### config.mk
export PLATFORM = sky130hd
export DESIGN_NAME = char_lcd_nibble_sequencer_unit_flat
export DESIGN_NICKNAME = d
export VERILOG_FILES = /design/src/cnls_pkg.sv /design/src/cnls_if.sv /design/src/cnls_ucode_rom.sv /design/src/cnls_seq.sv /design/src/cnls_dp.sv /design/src/char_lcd_nibble_sequencer_unit.sv /design/src/flat_wrapper.sv
export SDC_FILE = /design/constraint.sdc
export NUM_CORES = 1
export LEC_CHECK = 0
export ABC_CLOCK_PERIOD_IN_PS = 5500
export BUFFER_PORTS_ARGS = -buffer_cell sky130_fd_sc_hd__buf_4
export CAP_MARGIN = 20
export CORE_MARGIN = 4
export CORE_UTILIZATION = 50
export DETAILED_ROUTE_END_ITERATION = 16
export HOLD_SLACK_MARGIN = 0.12
export PLACE_DENSITY = 0.71
export SYNTH_ARGS = -nofsm -noshare
export SYNTH_HDL_FRONTEND = slang
export SYNTH_SLANG_ARGS = --single-unit
### constraint.sdc
create_clock -name clk -period 5.5 [get_ports clk]
set_clock_uncertainty 0.2 [all_clocks]
set_input_delay 0.55 -clock clk [delete_from_list [all_inputs] [get_ports clk]]
set_output_delay 0.55 -clock clk [all_outputs]
set_load 0.02 [all_outputs]
### src/cnls_pkg.sv
// Shared types, opcodes and the microcode table of the character LCD nibble sequencer.
// No dependencies; every other file but cnls_if imports this package.
package cnls_pkg;

  // request opcodes
  localparam logic [2:0] OP_INIT   = 3'd0;
  localparam logic [2:0] OP_CMD    = 3'd1;
  localparam logic [2:0] OP_DATA   = 3'd2;
  localparam logic [2:0] OP_CURSOR = 3'd3;
  localparam logic [2:0] OP_CLEAR  = 3'd4;
  localparam logic [2:0] OP_GLYPH  = 3'd5;

  // nibble source select
  localparam logic [1:0] NSRC_CONST = 2'd0;
  localparam logic [1:0] NSRC_HI    = 2'd1;
  localparam logic [1:0] NSRC_LO    = 2'd2;

  // RS handling
  localparam logic [1:0] RS_KEEP = 2'd0;  // drive stored level, leave it
  localparam logic [1:0] RS_CMD  = 2'd1;  // force command level
  localparam logic [1:0] RS_REQ  = 2'd2;  // level taken from the request

  localparam int PC_W = 5;

  // program entry points
  localparam logic [PC_W-1:0] PC_INIT     = 5'd0;
  localparam logic [PC_W-1:0] PC_BYTE     = 5'd25;
  localparam logic [PC_W-1:0] PC_CLR_TAIL = 5'd29;

  localparam logic [7:0] BYTE_CLEAR = 8'h01;
  localparam logic [7:0] CURSOR_BIT = 8'h80;
  localparam logic [7:0] GLYPH_BIT  = 8'h40;

  typedef struct packed {
    logic [1:0]      nsrc;
    logic [3:0]      nib;
    logic            en;
    logic [6:0]      hold;
    logic [1:0]      rs_op;
    logic            jmp_clr;  // jump to target when request is a clear
    logic [PC_W-1:0] target;
    logic            eop;      // last step of the program
  } ucode_t;

  typedef struct packed {
    logic [2:0] opcode;
    logic [7:0] byte_value;
    logic [5:0] column;
    logic [1:0] row;
    logic [2:0] glyph_slot;
  } req_t;

  typedef struct packed {
    logic       reg_select;
    logic       enable;
    logic [3:0] nibble;
    logic [6:0] hold_ms;
    logic       last;
  } beat_t;

  typedef struct packed {
    logic start;    // request accepted that runs a program
    logic advance;  // current control word issues a beat
  } seq_ctl_t;

  function automatic ucode_t uw(logic [1:0] nsrc, logic [3:0] nib, logic en,
                                logic [6:0] hold, logic [1:0] rs_op, logic eop);
    ucode_t w;
    w.nsrc    = nsrc;
    w.nib     = nib;
    w.en      = en;
    w.hold    = hold;
    w.rs_op   = rs_op;
    w.jmp_clr = 1'b0;
    w.target  = '0;
    w.eop     = eop;
    return w;
  endfunction

  function automatic ucode_t ucode_rom(logic [PC_W-1:0] pc);
    ucode_t w;
    w = uw(NSRC_CONST, 4'h0, 1'b0, 7'd1, RS_KEEP, 1'b1);
    unique case (pc)
      // power-up wait, then three raw 0x3 nibbles and the switch to 4-bit
      5'd0:  w = uw(NSRC_CONST, 4'h0, 1'b0, 7'd95,  RS_KEEP, 1'b0);
      5'd1:  w = uw(NSRC_CONST, 4'h3, 1'b1, 7'd1,   RS_KEEP, 1'b0);
      5'd2:  w = uw(NSRC_CONST, 4'h3, 1'b0, 7'd46,  RS_KEEP, 1'b0);
      5'd3:  w = uw(NSRC_CONST, 4'h3, 1'b1, 7'd1,   RS_KEEP, 1'b0);
      5'd4:  w = uw(NSRC_CONST, 4'h3, 1'b0, 7'd46,  RS_KEEP, 1'b0);
      5'd5:  w = uw(NSRC_CONST, 4'h3, 1'b1, 7'd1,   RS_KEEP, 1'b0);
      5'd6:  w = uw(NSRC_CONST, 4'h3, 1'b0, 7'd46,  RS_KEEP, 1'b0);
      5'd7:  w = uw(NSRC_CONST, 4'h2, 1'b1, 7'd1,   RS_KEEP, 1'b0);
      5'd8:  w = uw(NSRC_CONST, 4'h2, 1'b0, 7'd101, RS_KEEP, 1'b0);
      // function set 0x28
      5'd9:  w = uw(NSRC_CONST, 4'h2, 1'b1, 7'd1,   RS_CMD,  1'b0);
      5'd10: w = uw(NSRC_CONST, 4'h2, 1'b0, 7'd1,   RS_CMD,  1'b0);
      5'd11: w = uw(NSRC_CONST, 4'h8, 1'b1, 7'd1,   RS_CMD,  1'b0);
      5'd12: w = uw(NSRC_CONST, 4'h8, 1'b0, 7'd1,   RS_CMD,  1'b0);
      // display on 0x0C
      5'd13: w = uw(NSRC_CONST, 4'h0, 1'b1, 7'd1,   RS_CMD,  1'b0);
      5'd14: w = uw(NSRC_CONST, 4'h0, 1'b0, 7'd1,   RS_CMD,  1'b0);
      5'd15: w = uw(NSRC_CONST, 4'hC, 1'b1, 7'd1,   RS_CMD,  1'b0);
      5'd16: w = uw(NSRC_CONST, 4'hC, 1'b0, 7'd46,  RS_CMD,  1'b0);
      // clear 0x01
      5'd17: w = uw(NSRC_CONST, 4'h0, 1'b1, 7'd1,   RS_CMD,  1'b0);
      5'd18: w = uw(NSRC_CONST, 4'h0, 1'b0, 7'd1,   RS_CMD,  1'b0);
      5'd19: w = uw(NSRC_CONST, 4'h1, 1'b1, 7'd1,   RS_CMD,  1'b0);
      5'd20: w = uw(NSRC_CONST, 4'h1, 1'b0, 7'd4,   RS_CMD,  1'b0);
      // entry mode 0x06
      5'd21: w = uw(NSRC_CONST, 4'h0, 1'b1, 7'd1,   RS_CMD,  1'b0);
      5'd22: w = uw(NSRC_CONST, 4'h0, 1'b0, 7'd1,   RS_CMD,  1'b0);
      5'd23: w = uw(NSRC_CONST, 4'h6, 1'b1, 7'd1,   RS_CMD,  1'b0);
      5'd24: w = uw(NSRC_CONST, 4'h6, 1'b0, 7'd1,   RS_CMD,  1'b1);
      // generic byte from the byte register
      5'd25: w = uw(NSRC_HI,    4'h0, 1'b1, 7'd1,   RS_REQ,  1'b0);
      5'd26: w = uw(NSRC_HI,    4'h0, 1'b0, 7'd1,   RS_REQ,  1'b0);
      5'd27: begin
        w = uw(NSRC_LO, 4'h0, 1'b1, 7'd1, RS_REQ, 1'b0);
        w.jmp_clr = 1'b1;
        w.target  = PC_CLR_TAIL;
      end
      5'd28: w = uw(NSRC_LO,    4'h0, 1'b0, 7'd1,   RS_REQ,  1'b1);
      // clear tail: 3 ms extra settle
      5'd29: w = uw(NSRC_LO,    4'h0, 1'b0, 7'd4,   RS_REQ,  1'b1);
      default: w = uw(NSRC_CONST, 4'h0, 1'b0, 7'd1, RS_KEEP, 1'b1);
    endcase
    return w;
  endfunction

  function automatic logic [7:0] row_base(logic [1:0] row);
    logic [7:0] b;
    unique case (row)
      2'd0: b = 8'h00;
      2'd1: b = 8'h40;
      2'd2: b = 8'h14;
      2'd3: b = 8'h54;
      default: b = 8'h00;
    endcase
    return b;
  endfunction

endpackage

### src/cnls_if.sv
// Valid/ready channel interfaces for the request and pin-state beats.
// Depends on nothing.
interface cnls_req_if;
  logic       valid;
  logic       ready;
  logic [2:0] opcode;
  logic [7:0] byte_value;
  logic [5:0] column;
  logic [1:0] row;
  logic [2:0] glyph_slot;

  modport source (output valid, opcode, byte_value, column, row, glyph_slot, input ready);
  modport sink   (input valid, opcode, byte_value, column, row, glyph_slot, output ready);
endinterface

interface cnls_pin_if;
  logic       valid;
  logic       ready;
  logic       reg_select;
  logic       enable;
  logic [3:0] nibble;
  logic [6:0] hold_ms;
  logic       last;

  modport source (output valid, reg_select, enable, nibble, hold_ms, last, input ready);
  modport sink   (input valid, reg_select, enable, nibble, hold_ms, last, output ready);
endinterface

### src/cnls_ucode_rom.sv
// Microcode store: maps the step counter to one control word.
// Depends on cnls_pkg.
module cnls_ucode_rom
  import cnls_pkg::*;
(
  input  logic [PC_W-1:0] pc,
  output ucode_t          word
);

  assign word = ucode_rom(pc);

endmodule

### src/cnls_seq.sv
// Step counter with program entry, conditional jump and end-of-program detect.
// Depends on cnls_pkg.
module cnls_seq
  import cnls_pkg::*;
(
  input  logic            clk,
  input  logic            rst_n,
  input  seq_ctl_t        ctl,
  input  logic [PC_W-1:0] entry_pc,
  input  logic            entry_clr,
  input  ucode_t          word,
  output logic [PC_W-1:0] pc,
  output logic            busy
);

  logic [PC_W-1:0] pc_r, pc_nxt;
  logic            busy_r, busy_nxt;
  logic            clr_r, clr_nxt;

  always_comb begin
    pc_nxt   = pc_r;
    busy_nxt = busy_r;
    clr_nxt  = clr_r;
    if (ctl.start) begin
      pc_nxt   = entry_pc;
      busy_nxt = 1'b1;
      clr_nxt  = entry_clr;
    end else if (ctl.advance) begin
      if (word.eop) begin
        busy_nxt = 1'b0;
      end else if (word.jmp_clr && clr_r) begin
        pc_nxt = word.target;
      end else begin
        pc_nxt = pc_r + 1'b1;
      end
    end
  end

  always_ff @(posedge clk) begin
    if (!rst_n) begin
      pc_r   <= PC_INIT;
      busy_r <= 1'b0;
      clr_r  <= 1'b0;
    end else begin
      pc_r   <= pc_nxt;
      busy_r <= busy_nxt;
      clr_r  <= clr_nxt;
    end
  end

  assign pc   = pc_r;
  assign busy = busy_r;

endmodule

### src/cnls_dp.sv
// Datapath: request byte register, stored RS level and the output beat register.
// Depends on cnls_pkg.
module cnls_dp
  import cnls_pkg::*;
(
  input  logic     clk,
  input  logic     rst_n,
  input  seq_ctl_t ctl,
  input  req_t     req,
  input  ucode_t   word,
  input  logic     out_ready,
  output logic     room,
  output logic     out_valid,
  output beat_t    out_beat
);

  logic [7:0] byte_r, byte_nxt;
  logic       rs_req_r;
  logic       rs_level_r;
  logic       out_valid_r, out_valid_nxt;
  beat_t      out_r;
  logic       cur_rs;
  logic [3:0] cur_nib;

  // byte sent by the generic byte routine
  always_comb begin
    case (req.opcode) inside
      OP_CMD, OP_DATA: byte_nxt = req.byte_value;
      OP_CURSOR: byte_nxt = CURSOR_BIT | ({2'b00, req.column} + row_base(req.row));
      OP_CLEAR:  byte_nxt = BYTE_CLEAR;
      OP_GLYPH:  byte_nxt = GLYPH_BIT | {2'b00, req.glyph_slot, 3'b000};
      default:   byte_nxt = 8'h00;
    endcase
  end

  always_comb begin
    unique case (word.rs_op)
      RS_KEEP: cur_rs = rs_level_r;
      RS_CMD:  cur_rs = 1'b0;
      RS_REQ:  cur_rs = rs_req_r;
      default: cur_rs = rs_level_r;
    endcase
    unique case (word.nsrc)
      NSRC_CONST: cur_nib = word.nib;
      NSRC_HI:    cur_nib = byte_r[7:4];
      NSRC_LO:    cur_nib = byte_r[3:0];
      default:    cur_nib = word.nib;
    endcase
  end

  assign room = !out_valid_r || out_ready;

  always_comb begin
    out_valid_nxt = out_valid_r;
    if (ctl.advance) begin
      out_valid_nxt = 1'b1;
    end else if (out_ready) begin
      out_valid_nxt = 1'b0;
    end
  end

  always_ff @(posedge clk) begin
    if (!rst_n) begin
      rs_level_r  <= 1'b0;
      out_valid_r <= 1'b0;
    end else begin
      out_valid_r <= out_valid_nxt;
      if (ctl.advance) begin
        rs_level_r <= cur_rs;
      end
    end
  end

  always_ff @(posedge clk) begin
    if (ctl.start) begin
      byte_r   <= byte_nxt;
      rs_req_r <= (req.opcode == OP_DATA);
    end
    if (ctl.advance) begin
      out_r.reg_select <= cur_rs;
      out_r.enable     <= word.en;
      out_r.nibble     <= cur_nib;
      out_r.hold_ms    <= word.hold;
      out_r.last       <= word.eop;
    end
  end

  assign out_valid = out_valid_r;
  assign out_beat  = out_r;

endmodule

### src/char_lcd_nibble_sequencer_unit.sv
// Character LCD 4-bit bus sequencer, top level. Depends on cnls_pkg, cnls_if,
// cnls_ucode_rom, cnls_seq and cnls_dp.
//
// Each request on in_bus (init, command byte, data byte, set cursor, clear,
// glyph address) is turned into a list of timed pin-state beats on out_bus:
// RS, E, D7..D4 and how long (ms) the levels are held; the last beat of a
// request has last set. A byte goes high nibble first, each nibble as an
// E-high beat (1 ms) then an E-low beat (1 ms plus any settle time). Init
// gives 25 beats, every other request 4; opcodes 6 and 7 are taken and
// dropped with no beats. Work is paced by a step counter walking a 30-word
// microcode table, one control word and one beat per cycle when the sink
// takes beats without stall; in_bus.ready stays low while a program runs.
// The next request is taken as soon as the last beat is in the output
// register. RS set by a command or data byte is kept for later requests;
// the raw init nibbles use the kept level.
module char_lcd_nibble_sequencer_unit
  import cnls_pkg::*;
(
  input  logic       clk,
  input  logic       rst_n,
  cnls_req_if.sink   in_bus,
  cnls_pin_if.source out_bus
);

  logic            busy;
  logic            room;
  logic [PC_W-1:0] pc;
  ucode_t          word;
  seq_ctl_t        ctl;
  req_t            req;
  logic            op_valid;
  logic [PC_W-1:0] entry_pc;
  logic            entry_clr;
  logic            out_valid;
  beat_t           out_beat;

  assign in_bus.ready = !busy;

  assign req.opcode     = in_bus.opcode;
  assign req.byte_value = in_bus.byte_value;
  assign req.column     = in_bus.column;
  assign req.row        = in_bus.row;
  assign req.glyph_slot = in_bus.glyph_slot;

  // opcodes past glyph address run no program
  assign op_valid  = (in_bus.opcode <= OP_GLYPH);
  assign entry_pc  = (in_bus.opcode == OP_INIT) ? PC_INIT : PC_BYTE;
  assign entry_clr = (in_bus.opcode == OP_CLEAR);

  assign ctl.start   = in_bus.valid && in_bus.ready && op_valid;
  assign ctl.advance = busy && room;

  cnls_ucode_rom u_rom (
    .pc   (pc),
    .word (word)
  );

  cnls_seq u_seq (
    .clk       (clk),
    .rst_n     (rst_n),
    .ctl       (ctl),
    .entry_pc  (entry_pc),
    .entry_clr (entry_clr),
    .word      (word),
    .pc        (pc),
    .busy      (busy)
  );

  cnls_dp u_dp (
    .clk       (clk),
    .rst_n     (rst_n),
    .ctl       (ctl),
    .req       (req),
    .word      (word),
    .out_ready (out_bus.ready),
    .room      (room),
    .out_valid (out_valid),
    .out_beat  (out_beat)
  );

  assign out_bus.valid      = out_valid;
  assign out_bus.reg_select = out_beat.reg_select;
  assign out_bus.enable     = out_beat.enable;
  assign out_bus.nibble     = out_beat.nibble;
  assign out_bus.hold_ms    = out_beat.hold_ms;
  assign out_bus.last       = out_beat.last;

`ifndef SYNTHESIS
  // strobe beats are always the short 1 ms pulse
  a_strobe_hold: assert property (@(posedge clk) disable iff (!rst_n)
    out_valid && out_beat.enable |-> out_beat.hold_ms == 7'd1)
    else $error("E-high beat with hold other than 1 ms");

  // issuing the end-of-program word frees the block for a new request
  a_eop_idle: assert property (@(posedge clk) disable iff (!rst_n)
    ctl.advance && word.eop |=> !busy && out_valid && out_beat.last)
    else $error("program end did not release the sequencer");

  // a beat marked last is never followed by more beats of the same program
  a_last_closes: assert property (@(posedge clk) disable iff (!rst_n)
    out_valid && out_beat.last && $past(ctl.advance) |-> !busy)
    else $error("sequencer still running after last beat");
`endif

endmodule
### src/flat_wrapper.sv
// flat-port wrapper written by rule: the top's interface ports become plain ports
module char_lcd_nibble_sequencer_unit_flat import cnls_pkg::*;
  (clk, rst_n, in_bus_valid, in_bus_opcode, in_bus_byte_value, in_bus_column, in_bus_row, in_bus_glyph_slot, in_bus_ready, out_bus_valid, out_bus_reg_select, out_bus_enable, out_bus_nibble, out_bus_hold_ms, out_bus_last, out_bus_ready);
  cnls_req_if in_bus_i ();
  cnls_pin_if out_bus_i ();
  input  logic clk;
  input  logic rst_n;
  input wire logic [$bits(in_bus_i.valid)-1:0] in_bus_valid;
  input wire logic [$bits(in_bus_i.opcode)-1:0] in_bus_opcode;
  input wire logic [$bits(in_bus_i.byte_value)-1:0] in_bus_byte_value;
  input wire logic [$bits(in_bus_i.column)-1:0] in_bus_column;
  input wire logic [$bits(in_bus_i.row)-1:0] in_bus_row;
  input wire logic [$bits(in_bus_i.glyph_slot)-1:0] in_bus_glyph_slot;
  output wire logic [$bits(in_bus_i.ready)-1:0] in_bus_ready;
  output wire logic [$bits(out_bus_i.valid)-1:0] out_bus_valid;
  output wire logic [$bits(out_bus_i.reg_select)-1:0] out_bus_reg_select;
  output wire logic [$bits(out_bus_i.enable)-1:0] out_bus_enable;
  output wire logic [$bits(out_bus_i.nibble)-1:0] out_bus_nibble;
  output wire logic [$bits(out_bus_i.hold_ms)-1:0] out_bus_hold_ms;
  output wire logic [$bits(out_bus_i.last)-1:0] out_bus_last;
  input wire logic [$bits(out_bus_i.ready)-1:0] out_bus_ready;
  assign in_bus_i.valid = in_bus_valid;
  assign in_bus_i.opcode = in_bus_opcode;
  assign in_bus_i.byte_value = in_bus_byte_value;
  assign in_bus_i.column = in_bus_column;
  assign in_bus_i.row = in_bus_row;
  assign in_bus_i.glyph_slot = in_bus_glyph_slot;
  assign in_bus_ready = in_bus_i.ready;
  assign out_bus_valid = out_bus_i.valid;
  assign out_bus_reg_select = out_bus_i.reg_select;
  assign out_bus_enable = out_bus_i.enable;
  assign out_bus_nibble = out_bus_i.nibble;
  assign out_bus_hold_ms = out_bus_i.hold_ms;
  assign out_bus_last = out_bus_i.last;
  assign out_bus_i.ready = out_bus_ready;
  char_lcd_nibble_sequencer_unit u_core (.clk(clk), .rst_n(rst_n), .in_bus(in_bus_i), .out_bus(out_bus_i));
endmodule
==> results.json, run 1 <==
{
  "run_status": "finished, final reports clean",
  "gp_congestion": 0.921,
  "synth_area_leaders": "edfxtp_1 27%, dfxtp_1 21%, ha_1 7.1%, nand2_1 3.9%, a21oi_1 2.6%",
  "synth-edff-count": 22,
  "grt_pass1_wl_mm": 8.15,
  "groute.usage.overall": 0.168,
  "core-area_um2": 4750,
  "top_level_ports": 42,
  "routed_wl_mm": 4.99,
  "finalHoldViolations": 0,
  "n_antenna_cell": 0,
  "syn-num-nets": 280,
  "hpwl_mm": 3.77,
  "irDropWorstVdd_v": 0.000195,
  "fin_crit_sh": 0.544,
  "h-tree-depth": 2,
  "r2r_start": "u_core.u_seq.busy",
  "cts_setup_buffers": 0,
  "avgSynthCellArea_um2": 10.3,
  "final_cell_mix": "41 x buf_4, 26 x nand2_1, 26 x dfxtp_1",
  "cp-endpoint": "u_core.u_rom.word[20]",
  "rsz0062_at_grt": "false",
  "setup_viol_count_final": 0,
  "std_cell_rows": 25,
  "post_drt_wl_per_cell_um": 14.5,
  "crit_type": "input port to register",
  "drive_above_1_share": 0.245,
  "clkTransAtPathRegs_ns": 0.09,
  "root_buffer": "clkbuf_8",
  "whs_ns": 0.209,
  "die-area_um2": 6150,
  "die_height_um": 78.4,
  "crit_path_end_kind": "register",
  "maxCapViolCount": 0,
  "ys.flop_type": "dfxtp_1",
  "p_leak_nw": 1.17,
  "netlist_area_um2": 2480,
  "synth-async-reset-ratio": 0,
  "fin_area_um2": 2900,
  "cts.path.max_buffers": 2,
  "ys_warn_count": 0,
  "drt.antenna.violating_nets": 0,
  "dpl-instance-area_um2": 2780,
  "required_ns": 5.53,
  "syn_inst": 240,
  "areaGrowthSynthToFinish_pct": 16.8,
  "rr_endpoint": "u_core.u_rom.word[20]",
  "power.total_mw": 0.879,
  "drtIter0Drc": 150,
  "layout.nets": 316,
  "finalCriticalPeriod_ns": 2.99,
  "yosysTopAreaCell": "edfxtp_1",
  "reg2reg_slack_ns": 2.52,
  "place.port_buffers": 41,
  "viasPerCell": 5.49,
  "cts_made_buffers": 5,
  "clock_sinks": 48,
  "startpoint_type": "input port",
  "layout_commonest_cell": "buf_4",
  "r2r_cells": 11,
  "fmax_ghz": 0.334,
  "p_per_area_nw_per_um2": 304,
  "ys_seq_elements": 48,
  "drcViolationCount": 0,
  "cts_tree": "built",
  "hold_path.class": "register to register",
  "grt_max_degree": 20,
  "holdBufCountCts": 0,
  "startpoint": "in_bus_opcode[1]",
  "grt_pass1_vias": 1688,
  "start_util": 0.521,
  "antenna_found_initial": 0,
  "relSlewSlack": 0.538,
  "critPathArrivalTime_ns": 3.02,
  "place_ws_ns": 2.20,
  "setup_tns_ns": 0,
  "fin_ws_ns": 2.51,
  "vias": 1887,
  "worstPathMaxFanout": 14,
  "first_pass_iters": 4,
  "synth_top_area_share": 0.267,
  "yosysUniqueCellTypes": 59,
  "seq_area_frac_synth": 0.477,
  "clk-insertion-delay-late_ns": 0.30,
  "drv_slew": 0,
  "worstMarginPinSlew_ns": 0.693,
  "cts_resized": 0,
  "fp.dieW_um": 78.4,
  "grt_overflow": 0
}
[cells by family (layout without fill, tap and decap cells)]
family / count (synthesis) / after routing / share of synthesized area
AOI/OAI and AO/OA: 60 / 60 / 0.178
buffers and inverters: 26 / 63 / 0.0575
DFF: 48 / 48 / 0.477
xor gates and xnor gates: 5 / 5 / 0.0177
adders and majority gates: 14 / 14 / 0.0707
and+or+nand+nor: 81 / 81 / 0.174
muxes: 6 / 6 / 0.0257
[area by class of cell]
cell class / count / area, um2
fillers: 413 / 1860
flip-flops and latches: 48 / 1180
multi-input cells: 166 / 1150
repair buffers: 41 / 308
well taps: 67 / 83.8
clock buffers: 5 / 68.8
inverters: 14 / 52.6
clock inverters: 3 / 46.3
[per-stage QoR]
step / instances / utilization
2_1_floorplan: 240 / -
3_3_place_gp: 336 / 0.585
3_5_place_dp: 336 / 0.585
4_1_cts: 344 / 0.609
5_1_grt: 344 / 0.609
6_report: 344 / 0.609
[worst max-delay path, stage by stage]
cell     delay (ns)
buf_4          0.16
nand2_2        0.09
nand3_1        0.23
inv_1          0.42
a21oi_1        0.12
and2_1         0.25
inv_1          0.12
ha_1           0.22
inv_1          0.09
a41o_1         0.30
or3_1          0.33
a31oi_1        0.13
[layer usage]
layer | vias up | part of all wire | track usage
li1 | 952 | - | -
met1 | 879 | 0.45 | 0.238
met2 | 50 | 0.49 | 0.262
met3 | 6 | 0.054 | 0.0401
met4 | 0 | 0.0096 | 0.0367
met5 | - | 0 | 0
[report_power, final]
part / internal (mW) / switching, mW / total (mW)
Clock: 0.137 / 0.118 / 0.255
Sequential: 0.418 / 0.0124 / 0.430
Combinational: 0.0795 / 0.114 / 0.194
Total: 0.634 / 0.245 / 0.879
[sequential cells by signal, summed over array words and instances (netlist names)]
signal,flops
u_core.u_dp.byte_r,8
u_core.u_dp.rs_req_r,1
u_core.u_seq.clr_r,1
u_core.u_seq.pc,5
u_core.u_dp.out_beat,13
u_core.u_dp.out_valid,1
u_core.u_dp.rs_level_r,1
u_core.u_seq.busy,1
u_core.u_rom.word,17
[worst min path at each step]
stage / start / endpoint / cells past startpoint
2_1_floorplan: u_core.u_rom.word[16] / u_core.u_dp.out_beat[12] / 0
5_1_grt: u_core.u_rom.word[14] / u_core.u_dp.out_beat[6] / 0
3_5_place_dp: u_core.u_rom.word[12] / u_core.u_dp.out_beat[4] / 0
4_1_cts: u_core.u_rom.word[12] / u_core.u_dp.out_beat[4] / 0
6_report: u_core.u_rom.word[13] / u_core.u_dp.out_beat[5] / 0
3_3_place_gp: u_core.u_rom.word[12] / u_core.u_dp.out_beat[4] / 0
[synth_stat cells, types with 4 or more instances]
master and n:
inv_1 12, a31oi_1 5, a21oi_1 13, nor2_1 13, xnor2_1 4, and2_1 4, edfxtp_1 22, a22oi_1 7
buf_6 4, dfxtp_1 26, o21ai_0 12, nand2_1 26, nand4_1 5, clkbuf_1 5, ha_1 14, nand3_1 9
No activity file was read; power rests on OpenSTA's default activity.
==> run 2, diff against run 1 <==
--- a/config.mk
+++ b/config.mk
@@ -5,7 +5,7 @@
 export SDC_FILE = /design/constraint.sdc
 export NUM_CORES = 1
 export LEC_CHECK = 0
-export ABC_CLOCK_PERIOD_IN_PS = 5500
+export ABC_CLOCK_PERIOD_IN_PS = 3100
 export BUFFER_PORTS_ARGS = -buffer_cell sky130_fd_sc_hd__buf_4
 export CAP_MARGIN = 20
 export CORE_MARGIN = 4
==> constraint.sdc (replaced) <==
create_clock -name clk -period 3.1 [get_ports clk]
set_clock_uncertainty 0.2 [all_clocks]
set_input_delay 0.31 -clock clk [delete_from_list [all_inputs] [get_ports clk]]
set_output_delay 0.31 -clock clk [all_outputs]
set_load 0.02 [all_outputs]
==> run 2 against run 1 <==
Compared with the run above: register-to-register slack lost 2.1 ns; critical path type is now register to register; sequential power rose by 78%; final cell count is 2.0% higher; critical endpoint is now u_core.u_rom.word[17]; sequential share of layout area decreased by 0.83 points; first-iteration DRC count decreased by 45%; utilization rose by 1.3 points; worst hold slack got worse by 0.066 ns; flip-flop and latch count is the same; worst setup slack lost 2.1 ns; global-route usage is 0.69 points higher; die area unchanged; wire length up 2.7%.
==> results.json, run 2 (same netlist as run 1, synthesis figures left out) <==
{
  "crit_family": "compound AO/OA/AOI/OAI gates",
  "fin_util": 0.622,
  "startpoint_type": "register",
  "drv_slew": 0,
  "worstMarginPinSlew_ns": 0.677,
  "finalHoldViolations": 0,
  "grt_max_degree": 20,
  "clk-insertion-delay-late_ns": 0.30,
  "critical_path.max_stage_delay_ns": 0.47,
  "path_cells": "and2b_2 -> a32oi_2 -> o21bai_1 -> a32oi_2 -> buf_4 -> inv_2 -> ha_1 -> nand2_1 -> a2111oi_0 -> a41o_1",
  "antenna_found_initial": 0,
  "start_util": 0.521,
  "run_status": "finished, final reports clean",
  "layout.nets": 323,
  "hpwl_mm": 3.68,
  "vias": 1888,
  "first_pass_iters": 4,
  "grt_pass1_vias": 1813,
  "top_level_ports": 42,
  "die-area_um2": 6150,
  "power.total_mw": 1.57,
  "power_switching_mw": 0.436,
  "std_cell_rows": 25,
  "r2r_cells": 10,
  "p_leak_nw": 1.20,
  "core-area_um2": 4750,
  "drtIter0Drc": 82,
  "irDropWorstVdd_v": 0.000354,
  "p_per_area_nw_per_um2": 531,
  "rr_endpoint": "u_core.u_rom.word[17]",
  "cts_resized": 0,
  "pwr-share-comb": 0.224,
  "maxCapViolCount": 0,
  "critPathArrivalTime_ns": 2.75,
  "setup_tns_ns": 0,
  "crit_path_end_kind": "register",
  "root_buffer": "clkbuf_8",
  "cp_common_cell": "a32oi_2",
  "fp.dieW_um": 78.4,
  "cp-endpoint": "u_core.u_rom.word[17]",
  "final_cell_mix": "45 x buf_4, 26 x nand2_1, 26 x dfxtp_1",
  "crit_type": "register to register",
  "h-tree-depth": 2,
  "crit_buf_inv": 2,
  "setup_viol_count_final": 0,
  "areaGrowthSynthToFinish_pct": 19.2,
  "fmax_ghz": 0.369,
  "grt_pass1_wl_mm": 8.41,
  "finalCriticalPeriod_ns": 2.71,
  "cts_setup_buffers": 0,
  "drive_above_1_share": 0.254,
  "n_antenna_cell": 0,
  "startpoint": "u_core.u_rom.word[0]",
  "drt.antenna.violating_nets": 0,
  "grt_overflow": 0,
  "gp_congestion": 0.862,
  "cp.depth": 10,
  "drcViolationCount": 0,
  "hold_path.class": "input port to register",
  "clkTransAtPathRegs_ns": 0.09,
  "clock_sinks": 48,
  "switching_share": 0.278,
  "post_drt_wl_per_cell_um": 14.6,
  "relSlewSlack": 0.549,
  "worstPathMaxFanout": 6,
  "reg2reg_slack_ns": 0.39,
  "routed_wl_mm": 5.12,
  "required_ns": 3.14,
  "viasPerCell": 5.38,
  "power_frac_seq": 0.488,
  "rsz0062_at_grt": "false",
  "groute.usage.overall": 0.175,
  "die_height_um": 78.4,
  "p_clk_frac": 0.288,
  "p_int_mw": 1.13,
  "cts_made_buffers": 5,
  "largest_reg_flops": 17,
  "cts_tree": "built",
  "fin_crit_sh": 0.873,
  "place.port_buffers": 41,
  "r2r_start": "u_core.u_rom.word[0]",
  "cp_slowest_cell": "a2111oi_0",
  "layout_commonest_cell": "buf_4",
  "cts.path.max_buffers": 2
}
[run 2: cell count changes in the layout (fill, tap and decap cells not counted)]
cell,delta
dlygate4sd3_1,+3
buf_4,+4
[run 2: how the worst min path moves through the flow]
stage / from / to / slack (ns) / depth (start not counted)
floorplan: u_core.u_rom.word[16] / u_core.u_dp.out_beat[12] / 0.19 / 0
global placement: u_core.u_rom.word[11] / u_core.u_dp.out_beat[3] / 0.19 / 0
global route: rst_n / u_core.u_seq.pc[1] / 0.17 / 2
detailed placement: u_core.u_rom.word[9] / u_core.u_dp.out_beat[1] / 0.19 / 0
CTS: in_bus_byte_value[6] / u_core.u_dp.byte_r[6] / 0.13 / 3
finish: in_bus_byte_value[6] / u_core.u_dp.byte_r[6] / 0.14 / 3
[run 2: routing by layer]
| layer | vias to the layer above | GRT usage | routed length (um) |
|---|---|---|---|
| met2 | 37 | 0.285 | 2480 |
| met3 | 6 | 0.0333 | 163 |
| met1 | 884 | 0.227 | 2400 |
| li1 | 961 | - | - |
| met4 | 0 | 0.0752 | 82 |
| met5 | - | 0 | 0 |
[run 2: area by class of cell]
cell class                      count  area, um2
Sequential cell                    48       1180
Clock buffer                        5       68.8
Multi-Input combinational cell    166       1150
Clock inverter                      3       46.3
Tap cell                           67       83.8
Timing Repair Buffer               48        368
Fill cell                         408       1800
Inverter                           14       52.6
[run 2: worst register-to-register path, stage by stage (launching register included)]
cell and delay [ns]:
dfxtp_1 0.36, and2b_2 0.27, a32oi_2 0.34, o21bai_1 0.18, a32oi_2 0.14, buf_4 0.18
inv_2 0.10, ha_1 0.19, nand2_1 0.07, a2111oi_0 0.47, a41o_1 0.14
[run 2: what timing repair did]
action | CTS | global route
endpoints found under the setup margin | 0 | 0
hold buffers | 3 | 0
endpoints found under the hold margin | 3 | 0
[run 2: power by group through the flow]
| stage | Clock, mW | Combinational [mW] | Sequential, mW |
|---|---|---|---|
| after global routing | 0.489 | 0.389 | 0.773 |
| after detailed placement | 0 | 0.346 | 0.780 |
| after global placement | 0 | 0.346 | 0.778 |
| after floorplan | 0 | 0.231 | 0.794 |
| final | 0.452 | 0.352 | 0.765 |
| after CTS | 0.464 | 0.351 | 0.765 |
[run 2: per-stage QoR]
step                cells  hold WS (ns)  instance area [um2]  setup WS, ns
floorplan             240         0.186                 2480         0.449
global placement      340         0.188                 2810         0.417
detailed placement    340         0.189                 2810         0.324
CTS                   351         0.130                 2960         0.431
global route          351         0.169                 2960         0.248
finish                351         0.143                 2960         0.392
==> run 3, diff against run 2 <==
--- a/config.mk
+++ b/config.mk
@@ -12,7 +12,7 @@
 export CORE_UTILIZATION = 50
 export DETAILED_ROUTE_END_ITERATION = 16
 export HOLD_SLACK_MARGIN = 0.12
-export PLACE_DENSITY = 0.71
+export PLACE_DENSITY = 0.72
 export SYNTH_ARGS = -nofsm -noshare
 export SYNTH_HDL_FRONTEND = slang
 export SYNTH_SLANG_ARGS = --single-unit
==> run 3 against run 2 <==
Compared with the run above: die area did not move; critical path depth is the same; register-to-register slack worse by 0.05 ns; total power down 6.0%; first-iteration DRC count up 93%; final cell count shrank 0.28%; final area fell by 1.3%; wire length rose by 0.53%; via count is 1.4% higher; worst hold slack improved by 0.0042 ns; maximum frequency shrank 2.0%; largest cell class unchanged; highest routed layer unchanged.
==> results.json, run 3 (same netlist as run 1, synthesis figures left out) <==
{
  "run_status": "finished, final reports clean",
  "worstPathMaxFanout": 6,
  "place_inst": 340,
  "startpoint_type": "register",
  "power_switching_mw": 0.428,
  "place_ws_ns": 0.266,
  "grt_max_degree": 20,
  "dpl-instance-area_um2": 2810,
  "fin_util": 0.614,
  "grt_pass1_wl_mm": 8.74,
  "setup_tns_ns": 0,
  "busiest_layer": "met2",
  "hpwl_mm": 3.86,
  "core-area_um2": 4750,
  "switching_share": 0.290,
  "fmax_ghz": 0.362,
  "layout.nets": 322,
  "finalHoldViolations": 0,
  "met3_usage": 0.0390,
  "hold_path.class": "input port to register",
  "fin_area_um2": 2920,
  "start_util": 0.521,
  "multi_input_area_um2": 1150,
  "fin_crit_sh": 0.891,
  "cp_slowest_cell": "a2111oi_0",
  "rsz0062_at_grt": "false",
  "routed_wl_mm": 5.15,
  "die_height_um": 78.4,
  "layout.cells.non_filler": 350,
  "top_level_ports": 42,
  "met1_usage": 0.247,
  "critPathArrivalTime_ns": 2.80,
  "crit_path_end_kind": "register",
  "clkTransAtPathRegs_ns": 0.08,
  "place.port_buffers": 41,
  "clock_sinks": 48,
  "p_per_area_nw_per_um2": 505,
  "grt_pass1_vias": 1866,
  "die-area_um2": 6150,
  "grtUsageMet2": 0.282,
  "worstMarginPinSlew_ns": 0.719,
  "p_clk_frac": 0.241,
  "holdBufCountCts": 2,
  "p_int_mw": 1.05,
  "vias": 1914,
  "drv_slew": 0,
  "drtIter0Drc": 158,
  "post_drt_wl_per_cell_um": 14.7,
  "cts_made_buffers": 5,
  "drcViolationCount": 0,
  "crit_family": "compound AO/OA/AOI/OAI gates",
  "critical_path.max_stage_delay_ns": 0.49,
  "relSlewSlack": 0.520,
  "power_frac_seq": 0.519,
  "first_pass_iters": 5,
  "drt.antenna.violating_nets": 0,
  "finalCriticalPeriod_ns": 2.76,
  "fp.dieW_um": 78.4,
  "n_antenna_cell": 0,
  "root_buffer": "clkbuf_8",
  "fillers": 448,
  "fin_ws_ns": 0.338,
  "whs_ns": 0.147,
  "drive_above_1_share": 0.254,
  "irDropWorstVdd_v": 0.000395,
  "viasPerCell": 5.47,
  "crit_buf_inv": 2,
  "cts_setup_buffers": 0,
  "cp_common_cell": "a32oi_2",
  "largest_reg_flops": 17,
  "cts_resized": 0,
  "grt_overflow": 0,
  "std_cell_rows": 25,
  "cts_tree": "built",
  "p_leak_nw": 1.19,
  "path_cells": "and2b_2 -> a32oi_2 -> o21bai_1 -> a32oi_2 -> buf_4 -> inv_2 -> ha_1 -> nand2_1 -> a2111oi_0 -> a41o_1",
  "final_cell_mix": "45 x buf_4, 26 x nand2_1, 26 x dfxtp_1",
  "antenna_found_initial": 0,
  "pwr-share-comb": 0.240,
  "power.total_mw": 1.47,
  "cts.path.max_buffers": 2,
  "maxCapViolCount": 0,
  "clk-insertion-delay-late_ns": 0.29,
  "gp_congestion": 0.900,
  "groute.usage.overall": 0.180,
  "layout_commonest_cell": "buf_4",
  "areaGrowthSynthToFinish_pct": 17.7,
  "setup_viol_count_final": 0,
  "ff_latch_area_um2": 1180,
  "required_ns": 3.14,
  "h-tree-depth": 2,
  "crit_type": "register to register"
}
[run 3: changes by cell type in the layout (fill, tap and decap cells not counted)]
| cell | delta |
|---|---|
| clkinv_2 | +2 |
| bufinv_16 | -1 |
| clkinv_4 | +1 |
| clkinvlp_4 | -1 |
| dlygate4sd3_1 | -1 |
| inv_6 | -1 |
[run 3: layer usage]
layer | wire length (um) | vias to the layer above
met2 | 2460 | 57
met1 | 2340 | 892
met5 | 0 | -
met4 | 57 | 0
li1 | - | 960
met3 | 286 | 5
[run 3: layout make-up]
class | count | area share
sequential | 48 | 0.405
multi-input combinational | 166 | 0.396
timing repair buffer | 47 | 0.123
tap | 67 | 0.0287
clock buffer | 5 | 0.0236
inverter | 14 | 0.0180
clock inverter | 3 | 0.00643
[run 3: worst paths after layout]
kind	start	end	slack, ns	cells past startpoint
setup reg to reg	u_core.u_rom.word[0]	u_core.u_rom.word[17]	0.34	10
hold reg to reg	u_core.u_rom.word[14]	u_core.u_dp.out_beat[6]	0.21	0
hold / removal	in_bus_byte_value[6]	u_core.u_dp.byte_r[6]	0.15	3
setup / recovery	u_core.u_rom.word[0]	u_core.u_rom.word[17]	0.34	10
[run 3: worst min-delay path, delay by kind of cell]
kind / cells / cell delay (ns)
AO/OA/AOI/OAI: 2 / 0.13
buffers and inverters: 1 / 0.08
[run 3: power groups by stage]
stage	sequential (mW)	combinational (mW)	clock (mW)
6_report	0.765	0.354	0.356
5_1_grt	0.773	0.392	0.395
4_1_cts	0.765	0.352	0.366
3_5_place_dp	0.780	0.349	0
3_3_place_gp	0.777	0.346	0
2_1_floorplan	0.794	0.231	0
